--- src/design/drq_pkg.sv ---
// shared types and constants for the deadline request queue
`timescale 1ns / 1ps
package drq_pkg;
    localparam int Capacity = 16;
    localparam int SlotW = $clog2(Capacity);
    localparam int DepthW = 5;
    localparam logic [63:0] NsPerSecond = 64'd1000000000;

    typedef enum logic [1:0] {
        MODE_SUBMIT = 2'd0,
        MODE_CANCEL = 2'd1,
        MODE_POP    = 2'd2,
        MODE_NONE   = 2'd3
    } t_mode;

    typedef enum logic [2:0] {
        ST_OK       = 3'd0,
        ST_INVALID  = 3'd1,
        ST_UNVERIFY = 3'd2,
        ST_FULL     = 3'd3,
        ST_EMPTY    = 3'd4
    } t_status;

    // one table entry as held in memory
    typedef struct packed {
        logic [31:0] id;
        logic [63:0] deadline;
        logic [7:0]  prio;
    } t_entry;
endpackage

--- src/design/drq_div.sv ---
// restoring divider for 1e9 / rate, one quotient bit a cycle
`timescale 1ns / 1ps
module drq_div (
    input  logic        i_clk,
    input  logic        i_rst_n,
    input  logic        i_start,
    input  logic [31:0] i_divisor,
    output logic        o_done,
    output logic [29:0] o_quot
);
    import drq_pkg::*;

    logic [29:0] r_num;
    logic [29:0] r_quot;
    logic [31:0] r_rem;
    logic [4:0]  r_cnt;
    logic        r_busy;
    logic        r_done;
    logic [32:0] w_trial;
    logic [32:0] w_diff;

    assign w_trial = {r_rem, r_num[29]};
    assign w_diff  = w_trial - {1'b0, i_divisor};

    always_ff @(posedge i_clk) begin
        if (!i_rst_n) begin
            r_busy <= 1'b0;
            r_done <= 1'b0;
            r_cnt  <= '0;
        end else begin
            r_done <= r_busy && !i_start && (r_cnt == '0);
            if (i_start) begin
                r_busy <= 1'b1;
                r_num  <= NsPerSecond[29:0];
                r_rem  <= '0;
                r_quot <= '0;
                r_cnt  <= 5'd29;
            end else if (r_busy) begin
                r_num <= {r_num[28:0], 1'b0};
                if (!w_diff[32]) begin
                    r_rem  <= w_diff[31:0];
                    r_quot <= {r_quot[28:0], 1'b1};
                end else begin
                    r_rem  <= w_trial[31:0];
                    r_quot <= {r_quot[28:0], 1'b0};
                end
                if (r_cnt == '0) begin
                    r_busy <= 1'b0;
                end else begin
                    r_cnt <= r_cnt - 5'd1;
                end
            end
        end
    end

    assign o_done = r_done;
    assign o_quot = r_quot;
endmodule

--- config.mk ---
export PLATFORM = sky130hd
export DESIGN_NAME = drq_div
export DESIGN_NICKNAME = d
export VERILOG_FILES = /design/src/design/drq_pkg.sv /design/src/design/drq_div.sv
export SDC_FILE = /design/constraint.sdc
export NUM_CORES = 1
export LEC_CHECK = 0
export ABC_AREA = 1
export BUFFER_PORTS_ARGS = -buffer_cell sky130_fd_sc_hd__buf_2
export CORE_MARGIN = 2
export CORE_UTILIZATION = 60
export DETAILED_ROUTE_END_ITERATION = 12
export PLACE_DENSITY = 0.82
export SLEW_MARGIN = 20
export SYNTH_ARGS = -nofsm -noshare
export SYNTH_HDL_FRONTEND = slang
export SYNTH_SLANG_ARGS = --single-unit
--- constraint.sdc ---
create_clock -name i_clk -period 7.1 [get_ports i_clk]
set_input_delay 0.71 -clock i_clk [delete_from_list [all_inputs] [get_ports i_clk]]
set_output_delay 0.71 -clock i_clk [all_outputs]
set_load 0.05 [all_outputs]
==> run metrics, run 1 <==
CP max stage cell buf_4; Chip Width 109 microns; Synth Area in Compound Gates ~3.3%; H-tree depth 3; net switching fraction of the power 37.8%; placed insts between 1,000 and 1,500; Setup crit start kind input pin; Mean Syn Cell Area around 7.2 sq um; Remaining Overflow, GRT 0; worst path required time 7.12 ns; worst min path class flop to flop; Chip Height roughly 110 microns; antenna fix cells 0; Netlist cell types 37; Final Core Density 67.4%; global placement routability congestion roughly 0.95; io pins 66; 1st-iter DRT viols 302; fin cells ~1,100; clk slew on worst S/H paths approximately 0.10 ns; WHS Endpoint r_num[25]; crit path cell chain buf_2, inv_1, a21oi_4, buf_4; hold_buf cts 0; TritonCTS clock tree yes; Worst Setup End Kind flop; combinational share of power 34.6%; synthesized flop and latch total 90; synth top area cells edfxtp_1 37%, nand2_1 16%, inv_1 12%; r2r setup slk between 4 and 5 ns; most frequent cells in the layout 283 x nand2_1, 209 x inv_1, 124 x nor2_1, 83 x edfxtp_1, 65 x buf_2; Final min period roughly 2.6 ns; DR WL/cell 12.1 microns; share of layout cells above drive strength 1 16.2%; syn_nets 1,002; Slew HR a little under a third; Final Setup Violations 0; largest net degree at the start of global routing 84; hold depth 1; Slew Limit Fails 0; max-cap violations 0; CP top delay family buffers and inverters; prevailing post-synth register cell edfxtp_1; Clk pwr share between 20% and 30%; Setup CP Type input pin to flop; CP Max Fanout slightly above 80; Lkg Pwr 4.05 nW; area growth from synthesis to layout 9.47%; largest area contributor in the netlist edfxtp_1; Synth Instances 933; worst reg2reg path startpoint r_num[29]; clock root buffer clkbuf_8; Slew @ Worst Pin approximately 1.0 ns; Die Area roughly 12,000 sq um; post-cts resize count 0; Critical Path AT ~2.6 ns; VDD IR max approximately 0.16 mV; FF-to-FF End r_rem[20]; Synth Area in XOR/XNOR 2.36%; Final Cell Area approximately 7300 sq um; vias in the first global route just over 5,000; Final Hold Fails 0; Cell Area, Placed 7100 sq um; worst r2r path cells 17; Synth Cell Area around 6700 sq um; CP peak stage delay between 0.7 and 0.8 ns; number of vias per cell between 4 and 5; Skew-Pair Late Insertion Delay ~0.39 ns; All-Layer GR Usage around a quarter; Setup TNS 0 ns; post-synthesis mux area share 0%; DRT Pass-1 Iters 5; total number of yosys warnings 0; DRT antenna net count 0; DP HPWL about 10,000 microns; Buf+Inv Stages, Crit Path 3; sequential power share between 40% and 50%; # Post-CTS Setup Buffers 0; Final Cycle Share approximately 37%; first-pass GRT wire length 23,300 microns; post-synth top area share about 37%; status complete, no violations; Fmax about 380 MHz; Routed WL ~14,000 microns; clock sinks 90; EDFF count, synth 83; Initial Util 61.6%; Synth async-reset ratio 0%; nets 1,065; commonest non-fill, non-tap cell in the layout nand2_1; RSZ-0062 raised after global routing no; Pwr per Cell Area about 220 nW/um^2; initial antenna violation count 0; post-synthesis sequential area ratio between 30% and 40%; CTS buffer count 9; routed vias 5,500; worst-case clock buffer depth 2; largest family of logic cells by synthesized area simple AND/OR/NAND/NOR gates; final worst clock skew between 0.009 and 0.01 ns; Hold Startpoint r_num[24]; worst hold slack roughly 0.5 ns; core area approximately 11,000 sq um; Internal Power about 0.98 mW; port bufs between 60 and 70; simple-gate share of the synthesized area 34.7%; drt drc 0; Psw approximately 0.59 mW; row cnt 38; synthesized-area fraction occupied by adder cells about 6.5%
[cells in the mapped netlist, types with 2 or more instances]
cell	number
ha_1	33
or2_2	12
nand3_2	2
nand4_1	5
o21ai_0	4
edfxtp_1	83
inv_1	209
nor2_2	17
nor2_1	124
and2_1	2
nand3b_1	6
a21o_1	2
nand2_1	283
nand2_2	19
buf_6	3
a31oi_1	2
a21oi_2	2
a21oi_1	22
nand3_1	29
nand2_4	15
nor3_1	4
clkbuf_1	9
inv_2	8
xor2_1	17
o21bai_1	3
dfxtp_1	7
[flip-flops by register name (all words and copies together), names as in the netlist]
signal	cells
r_cnt	5
o_done	1
r_rem	32
r_num	21
r_busy	1
o_quot	30
[power groups by stage]
stage	Sequential [mW]	Clock [mW]	Combinational [mW]
2_1_floorplan	0.701	0	0.407
3_3_place_gp	0.666	0	0.530
3_5_place_dp	0.667	0	0.539
4_1_cts	0.655	0.382	0.543
5_1_grt	0.661	0.399	0.617
6_report	0.655	0.374	0.544
[metrics by stage]
step                total power, mW  worst slack, ns
global route                   1.68             4.27
global placement               1.20             4.10
finish                         1.57             4.49
floorplan                      1.11             1.10
detailed placement             1.21             4.08
CTS                            1.58             4.49
[cell type report]
type | count | area [sq um]
fillers | 977 | 3530
multi-input cells | 611 | 3140
flip-flops and latches | 90 | 2630
inverters | 217 | 815
repair buffers | 67 | 340
well taps | 140 | 175
clock buffers | 9 | 124
clock inverters | 7 | 83.8
[metal layers]
| layer | global-route usage (%) | vias up | routed length, microns |
|---|---|---|---|
| met5 | 0 | - | 0 |
| met3 | 4.92 | 32 | 725 |
| met2 | 40.4 | 136 | 6340 |
| met1 | 33.8 | 2407 | 6380 |
| met4 | 10.6 | 0 | 392 |
| li1 | - | 2925 | - |
[worst max path at each step]
stage	slack, ns	endpoint	startpoint	cells after the start
6_report	4.49	r_rem[15]	i_start	4
5_1_grt	4.27	r_rem[15]	i_start	4
4_1_cts	4.49	r_rem[15]	i_start	4
3_5_place_dp	4.08	r_rem[14]	i_start	4
3_3_place_gp	4.10	r_rem[16]	i_start	4
2_1_floorplan	1.10	o_quot[0]	i_start	5
[cells by family after synthesis]
logic type	count (synthesis)
flops	90
xor+xnor	18
simple gates	522
buf+inv	232
compound gates	37
fa+ha+maj	34
Note: power is estimated with default switching activity, not from simulation.
==> run 2, diff against run 1 <==
--- a/config.mk
+++ b/config.mk
@@ -5,12 +5,12 @@
 export SDC_FILE = /design/constraint.sdc
 export NUM_CORES = 1
 export LEC_CHECK = 0
-export ABC_AREA = 1
+export ABC_AREA = 0
 export BUFFER_PORTS_ARGS = -buffer_cell sky130_fd_sc_hd__buf_2
 export CORE_MARGIN = 2
-export CORE_UTILIZATION = 60
+export CORE_UTILIZATION = 53
 export DETAILED_ROUTE_END_ITERATION = 12
-export PLACE_DENSITY = 0.82
+export PLACE_DENSITY = 0.77
 export SLEW_MARGIN = 20
 export SYNTH_ARGS = -nofsm -noshare
 export SYNTH_HDL_FRONTEND = slang
==> constraint.sdc (replaced) <==
create_clock -name i_clk -period 2.29 [get_ports i_clk]
set_input_delay 0.229 -clock i_clk [delete_from_list [all_inputs] [get_ports i_clk]]
set_output_delay 0.229 -clock i_clk [all_outputs]
set_load 0.05 [all_outputs]
==> run 2 against run 1 <==
  * The flow now finishes with violations (negative setup slack)
  * Die area shrank 5.1%
  * Flip-flop and latch count unchanged
  * Clock power grew to 3.2 times the previous value
  * First-iteration DRC count is 38% higher
  * Sequential share of layout area shrank 2.1 points
  * Critical path depth rose by 9
  * Register-to-register slack lost 5.5 ns
  * Total power increased to 3.4 times the previous value
  * Clock skew is 0.0065 ns higher
  * Via count down 4.6%
  * Count of clock-buffer cells in the layout unchanged
==> run metrics, run 2 <==
Skew-Pair Late Insertion Delay 0.38 ns (about the same); post-synthesis sequential area ratio 47.2% (+7.7 points); DR WL/cell 18.1 microns (+49%); Netlist cell types 52 (+41%); commonest non-fill, non-tap cell in the layout buf_4; io pins 66 (unchanged); total number of yosys warnings 0 (unchanged); H-tree depth 3 (unchanged); core area 10,300 sq um (-5.2%); Worst Setup End Kind flop; Chip Height 107 microns (-2.6%); Final Hold Fails 0 (unchanged); area growth from synthesis to layout 38.9%; post-place setup slack -0.971 ns (-5.05 ns); syn_nets 632 (-37%); Chip Width 107 microns (-2.6%); All-Layer GR Usage 27.2% (+1.8 points); Synth async-reset ratio 0% (unchanged); drt drc 0 (unchanged); synthesized flop and latch total 90 (unchanged); max reg flops 32 (unchanged); routed vias 5,246 (-4.6%); CP max stage cell or4b_4; CP peak stage delay 0.51 ns (-0.28 ns); crit path cell chain inv_1, ha_2, fa_2, nand2b_4, a21oi_4, o211ai_1, buf_4, a211o_1, buf_6, a211oi_4, nor3_2, or4b_4, a21oi_2; first-pass GRT wire length 24,400 microns (+4.9%); Final min period 3.19 ns; Critical Path AT 3.41 ns (+0.78 ns); row cnt 37 (-2.6%); Pwr per Cell Area 685 nW/um^2 (+220%); most common library cells after synthesis 83 x edfxtp_1, 64 x a21oi_1, 47 x inv_1, 47 x o21ai_0, 41 x nor2b_1; Final Setup Violations 33 (+33); Fmax 314 MHz; worst-case clock buffer depth 2 (unchanged); worst path required time 2.51 ns (-4.61 ns); largest area contributor in the netlist edfxtp_1; Routed WL 16,100 microns (+16%); Slew HR 57.2% (+27 points); EDFF count, synth 83 (unchanged); vias in the first global route 5,158 (+0.82%); most frequent cell after synthesis edfxtp_1; Synth Cell Area 5580 sq um (-16%); post-layout power 5.31 mW (+240%); CTS buffer count 9 (unchanged); clk slew on worst S/H paths 0.10 ns (about the same); Synth Instances 563 (-40%); CP Max Fanout 2 (-98%); clock sinks 90 (unchanged); most flop-heavy register r_rem; Setup crit start kind flop; Die Area 11,400 sq um (-5.1%); clock root buffer clkbuf_8; Crit. Startpoint r_num[29]; worst min path class input pin to flop; Initial Util 54.3% (-7.3 points); RSZ-0062 raised after global routing yes; Setup CP Type flop to flop; port bufs 65 (unchanged); Remaining Overflow, GRT 0 (unchanged); most frequent cells in the layout 112 x buf_4, 83 x edfxtp_1, 65 x buf_2, 52 x a21oi_1, 47 x inv_1; global placement routability congestion 0.915 (-3.6%); number of vias per cell 5.92 (+23%); TritonCTS clock tree yes; Final Cycle Share 139%; worst reg2reg path startpoint r_num[29]; DRT Pass-1 Iters 5 (unchanged); Slew Limit Fails 0 (unchanged); DRT antenna net count 0 (unchanged); Mean Syn Cell Area 9.92 sq um (+39%); largest net degree at the start of global routing 60 (-29%); Slew @ Worst Pin 0.633 ns (-0.407 ns); synth top area cells edfxtp_1 45%, ha_1 7.4%, a21oi_1 5.7%; fin cells 886 (-22%); nets 814 (-24%); final setup margin -0.899 ns (-5.39 ns); Lkg Pwr 3.24 nW (-20%); failing checks negative setup slack; DP HPWL 9680 microns (-7.4%); status finished, violations left; Hold Startpoint i_rst_n; prevailing post-synth register cell edfxtp_1; VDD IR max 0.423 mV (+170%); final worst clock skew 0.0162 ns (+0.00647 ns); initial antenna violation count 0 (unchanged); antenna fix cells 0 (unchanged); 1st-iter DRT viols 418 (+38%); post-synth top area share 44.6% (+7.3 points); share of layout cells above drive strength 1 39.1% (+23 points); max-cap violations 0 (unchanged); placed insts 848 (-25%)
run 2: cell type report:
type	count	area, sq um
Multi-Input combinational cell	402	3110
Sequential cell	90	2630
Fill cell	659	2520
Timing Repair Buffer	195	1440
Inverter	47	176
Tap cell	136	170
Clock buffer	9	124
Clock inverter	7	92.6
run 2: where the power goes:
part / total (mW) / leakage (nW) / internal, mW / switching (mW)
clock network: 1.21 / 0.109 / 0.536 / 0.673
registers: 2.03 / 0.858 / 1.96 / 0.0746
logic: 2.07 / 2.28 / 0.937 / 1.13
total: 5.31 / 3.24 / 3.43 / 1.88
run 2: worst max-delay path, delay by kind of cell, from the launching register on:
family	cells	cell delay, ns
AOI/OAI and AO/OA	5	1.04
and+or+nand+nor	3	0.73
adders and majority gates	2	0.50
buffers and inverters	3	0.38
DFF	1	0.37
run 2: path summary, 6_finish.rpt:
path | end | slack [ns] | cells past startpoint
max | r_rem[26] | -0.90 | 13
min | r_cnt[2] | 0.15 | 2
max reg2reg | r_rem[26] | -0.90 | 13
min reg2reg | r_num[17] | 0.49 | 1
run 2: layer usage:
metal / routed length [microns] / vias up / track usage, %
met1: 6550 / 2516 / 33.8
li1: - / 2447 / -
met3: 1050 / 55 / 4.62
met4: 551 / 0 / 13.2
met2: 7910 / 228 / 45.9
met5: 0 / - / 0
run 2: through the flow:
| stage | hold slack [ns] | area (sq um) | TNS [ns] | utilization (%) |
|---|---|---|---|---|
| finish | 0.153 | 7750 | -26.15 | 75.4 |
| global route | 0.162 | 7750 | -30.74 | 75.4 |
| CTS | 0.149 | 7460 | -22.15 | 72.6 |
| detailed placement | 0.486 | 6930 | -28.83 | 67.4 |
| global placement | 0.488 | 6930 | -24.97 | 67.4 |
| floorplan | 0.328 | 5680 | -19.78 | - |
run 2: what timing repair did:
item | in CTS | in global routing
setup endpoints to repair | 33 | 33
hold buffers | 0 | 0
setup buffers | 10 | 8
cloned | 4 | 1
pin swaps | 18 | 22
hold endpoints to repair | 0 | 0
resized for setup | 46 | 41
run 2: kinds of logic (layout without fill, tap and decap cells):
family | count (synthesis) | in the layout | synth area share [%]
buffers and inverters | 74 | 258 | 5.29
XOR/XNOR | 19 | 19 | 2.98
flip-flops | 90 | 90 | 47.2
AND/OR/NAND/NOR | 166 | 166 | 16.4
multiplexers | 1 | 1 | 0.179
AO/OA/AOI/OAI | 179 | 182 | 20.3
adder cells (fa/ha/maj) | 34 | 34 | 7.75
==> run 3, diff against run 2 <==
==> constraint.sdc (replaced) <==
create_clock -name i_clk -period 2.29 [get_ports i_clk]
set_input_delay 0.3435 -clock i_clk [delete_from_list [all_inputs] [get_ports i_clk]]
set_output_delay 0.3435 -clock i_clk [all_outputs]
set_load 0.05 [all_outputs]
==> run 3 against run 2 <==
  * The run still ends with negative setup slack left
  * Sequential power hardly changed
  * Routed wire length rose by 4.4%
  * Global-route usage down 0.34 points
  * Cell count shrank 0.23%
  * First-iteration DRC count is 32% higher
  * Hold slack better by 0.12 ns
  * Flip-flop and latch count unchanged
  * Utilization down 0.22 points
  * Critical endpoint is now r_rem[30]
  * Largest power group unchanged
==> run metrics, run 3 (synthesis results as in run 2) <==
status finished, violations left; failing checks negative setup slack; nets 812 (-0.25%); DRT Pass-1 Iters 7 (+2); worst-case clock buffer depth 2 (unchanged); combinational share of power 39.8% (+0.8 points); Psw 1.85 mW (-1.8%); number of vias per cell 6.04 (+2.0%); Hold Startpoint i_rst_n; register area 2630 sq um (unchanged); antenna fix cells 0 (unchanged); Critical Path AT 3.37 ns (-0.04 ns); Slew HR 56.3% (-0.95 points); Initial Util 54.3% (unchanged); worst min path class input pin to flop; sequential power share 38.7% (+0.4 points); Slew Limit Fails 0 (unchanged); CP max stage cell or4b_4; initial antenna violation count 0 (unchanged); H-tree depth 3 (unchanged); Worst Setup End Kind flop; net switching fraction of the power 35.1% (-0.29 points); Chip Width 107 microns (unchanged); FF-to-FF End r_rem[30]; commonest non-fill, non-tap cell in the layout buf_4; drt drc 0 (unchanged); final setup margin -0.863 ns (+0.0356 ns); Routed WL 16,800 microns (+4.4%); fill cell total of the finished layout 691 (+4.9%); io pins 66 (unchanged); Fmax 317 MHz (+1.1%); Lkg Pwr 3.21 nW (-1.1%); Multi-input gate area 3150 sq um (+1.2%); area growth from synthesis to layout 38.5%; worst reg2reg path startpoint r_num[29]; DRT antenna net count 0 (unchanged); crit path cell chain inv_2, ha_4, fa_2, nand2b_4, a21oi_4, o211ai_1, a211oi_2, o311a_4, nor3_4, buf_6, or4b_4, a21oi_2; WHS Endpoint r_cnt[2]; DP HPWL 9620 microns (-0.67%); Skew-Pair Late Insertion Delay 0.37 ns (about the same); global placement routability congestion 0.888 (-3.0%); DR WL/cell 19.0 microns (+4.6%); core area 10,300 sq um (unchanged); row cnt 37 (unchanged); Setup CP Type flop to flop; clock root buffer clkbuf_8; Final Setup Violations 33 (unchanged); clk slew on worst S/H paths 0.09 ns (about the same); worst path required time 2.51 ns (about the same); Pwr per Cell Area 680 nW/um^2 (-0.70%); r2r setup slk -0.86 ns (+0.04 ns); Final min period 3.15 ns (-0.0356 ns); Die Area 11,400 sq um (unchanged); clock sinks 90 (unchanged); most flop-heavy register r_rem; post-place setup slack -1.10 ns (-0.132 ns); hold_buf cts 0 (unchanged); vias in the first global route 5,070 (-1.7%); 1st-iter DRT viols 551 (+32%); share of layout cells above drive strength 1 39.2% (+0.10 points); CP Max Fanout 6 (+4); Clk pwr share 21.5% (-1.3 points); Final Cycle Share 138% (-1.6 points); Slew @ Worst Pin 0.656 ns (+0.0223 ns); Final Hold Fails 0 (unchanged); TritonCTS clock tree yes; hold depth 2 (unchanged); max reg flops 32 (unchanged); routed vias 5,341 (+1.8%); final worst clock skew 0.0143 ns (-0.00192 ns); port bufs 65 (unchanged); post-layout power 5.26 mW (-0.98%); CP peak stage delay 0.52 ns (about the same); Chip Height 107 microns (unchanged); All-Layer GR Usage 26.8% (-0.34 points); worst r2r path cells 12 (-1); most frequent cells in the layout 110 x buf_4, 83 x edfxtp_1, 65 x buf_2, 49 x a21oi_1, 44 x inv_1; Setup crit start kind flop; max-cap violations 0 (unchanged); first-pass GRT wire length 24,000 microns (-1.9%); CTS buffer count 9 (unchanged); VDD IR max 0.415 mV (-1.9%); RSZ-0062 raised after global routing yes; largest net degree at the start of global routing 60 (unchanged); Remaining Overflow, GRT 0 (unchanged); Internal Power 3.41 mW (-0.53%)
## run 3: worst max-delay path by stage
stage,startpoint,to,slack [ns],cells past startpoint
after detailed placement,i_divisor[9],r_rem[0],-1.10,12
after floorplan,r_rem[12],r_rem[8],-0.67,11
final,r_num[29],r_rem[30],-0.86,12
after global placement,i_divisor[9],r_rem[1],-1.06,12
after CTS,r_rem[12],r_rem[26],-0.71,9
after global routing,r_rem[6],r_rem[30],-0.97,11
## run 3: worst max-delay path, delay by kind of cell (launching register included)
| kind | cells | cell delay [ns] |
|---|---|---|
| flip-flops | 1 | 0.38 |
| adder cells (fa/ha/maj) | 2 | 0.51 |
| AO/OA/AOI/OAI | 5 | 1.13 |
| buffers and inverters | 2 | 0.22 |
| AND/OR/NAND/NOR | 3 | 0.75 |
## run 3: cell type report
cell class | count | area share, %
Clock inverter | 5 | 0.826
Timing Repair Buffer | 191 | 18.1
Tap cell | 136 | 2.20
Clock buffer | 11 | 1.70
Sequential cell | 90 | 34.1
Inverter | 47 | 2.28
Multi-Input combinational cell | 404 | 40.8
## run 3: power groups by stage
stage,logic (mW),registers [mW],clock network (mW)
floorplan,0.965,2.15,0
global placement,1.62,2.05,0
detailed placement,1.67,2.06,0
CTS,1.82,2.03,1.13
global route,2.23,2.05,1.19
finish,2.09,2.04,1.13
## run 3: layer usage
| metal | share of wire [%] | vias to the layer above | global-route usage [%] |
|---|---|---|---|
| met5 | 0 | - | 0 |
| met4 | 4.1 | 0 | 11.1 |
| met3 | 7.4 | 71 | 3.77 |
| met2 | 49 | 289 | 45.5 |
| met1 | 40 | 2524 | 34.6 |
| li1 | - | 2457 | - |
## run 3: stage by stage
| step | hold slack (ns) | instance area, sq um | util [%] | TNS [ns] | std cells |
|---|---|---|---|---|---|
| 5_1_grt | 0.269 | 7730 | 75.2 | -27.79 | 884 |
| 2_1_floorplan | 0.442 | 5680 | - | -19.11 | 563 |
| 4_1_cts | 0.259 | 7420 | 72.2 | -20.44 | 879 |
| 3_3_place_gp | 0.488 | 6920 | 67.3 | -31.02 | 847 |
| 3_5_place_dp | 0.486 | 6920 | 67.3 | -32.00 | 847 |
| 6_report | 0.275 | 7730 | 75.2 | -24.67 | 884 |
## run 3: repair_timing
action | CTS | global route
pin swaps | 20 | 23
cloned | 5 | 2
setup endpoints to repair | 33 | 33
setup buffers | 11 | 4
resized for setup | 40 | 51
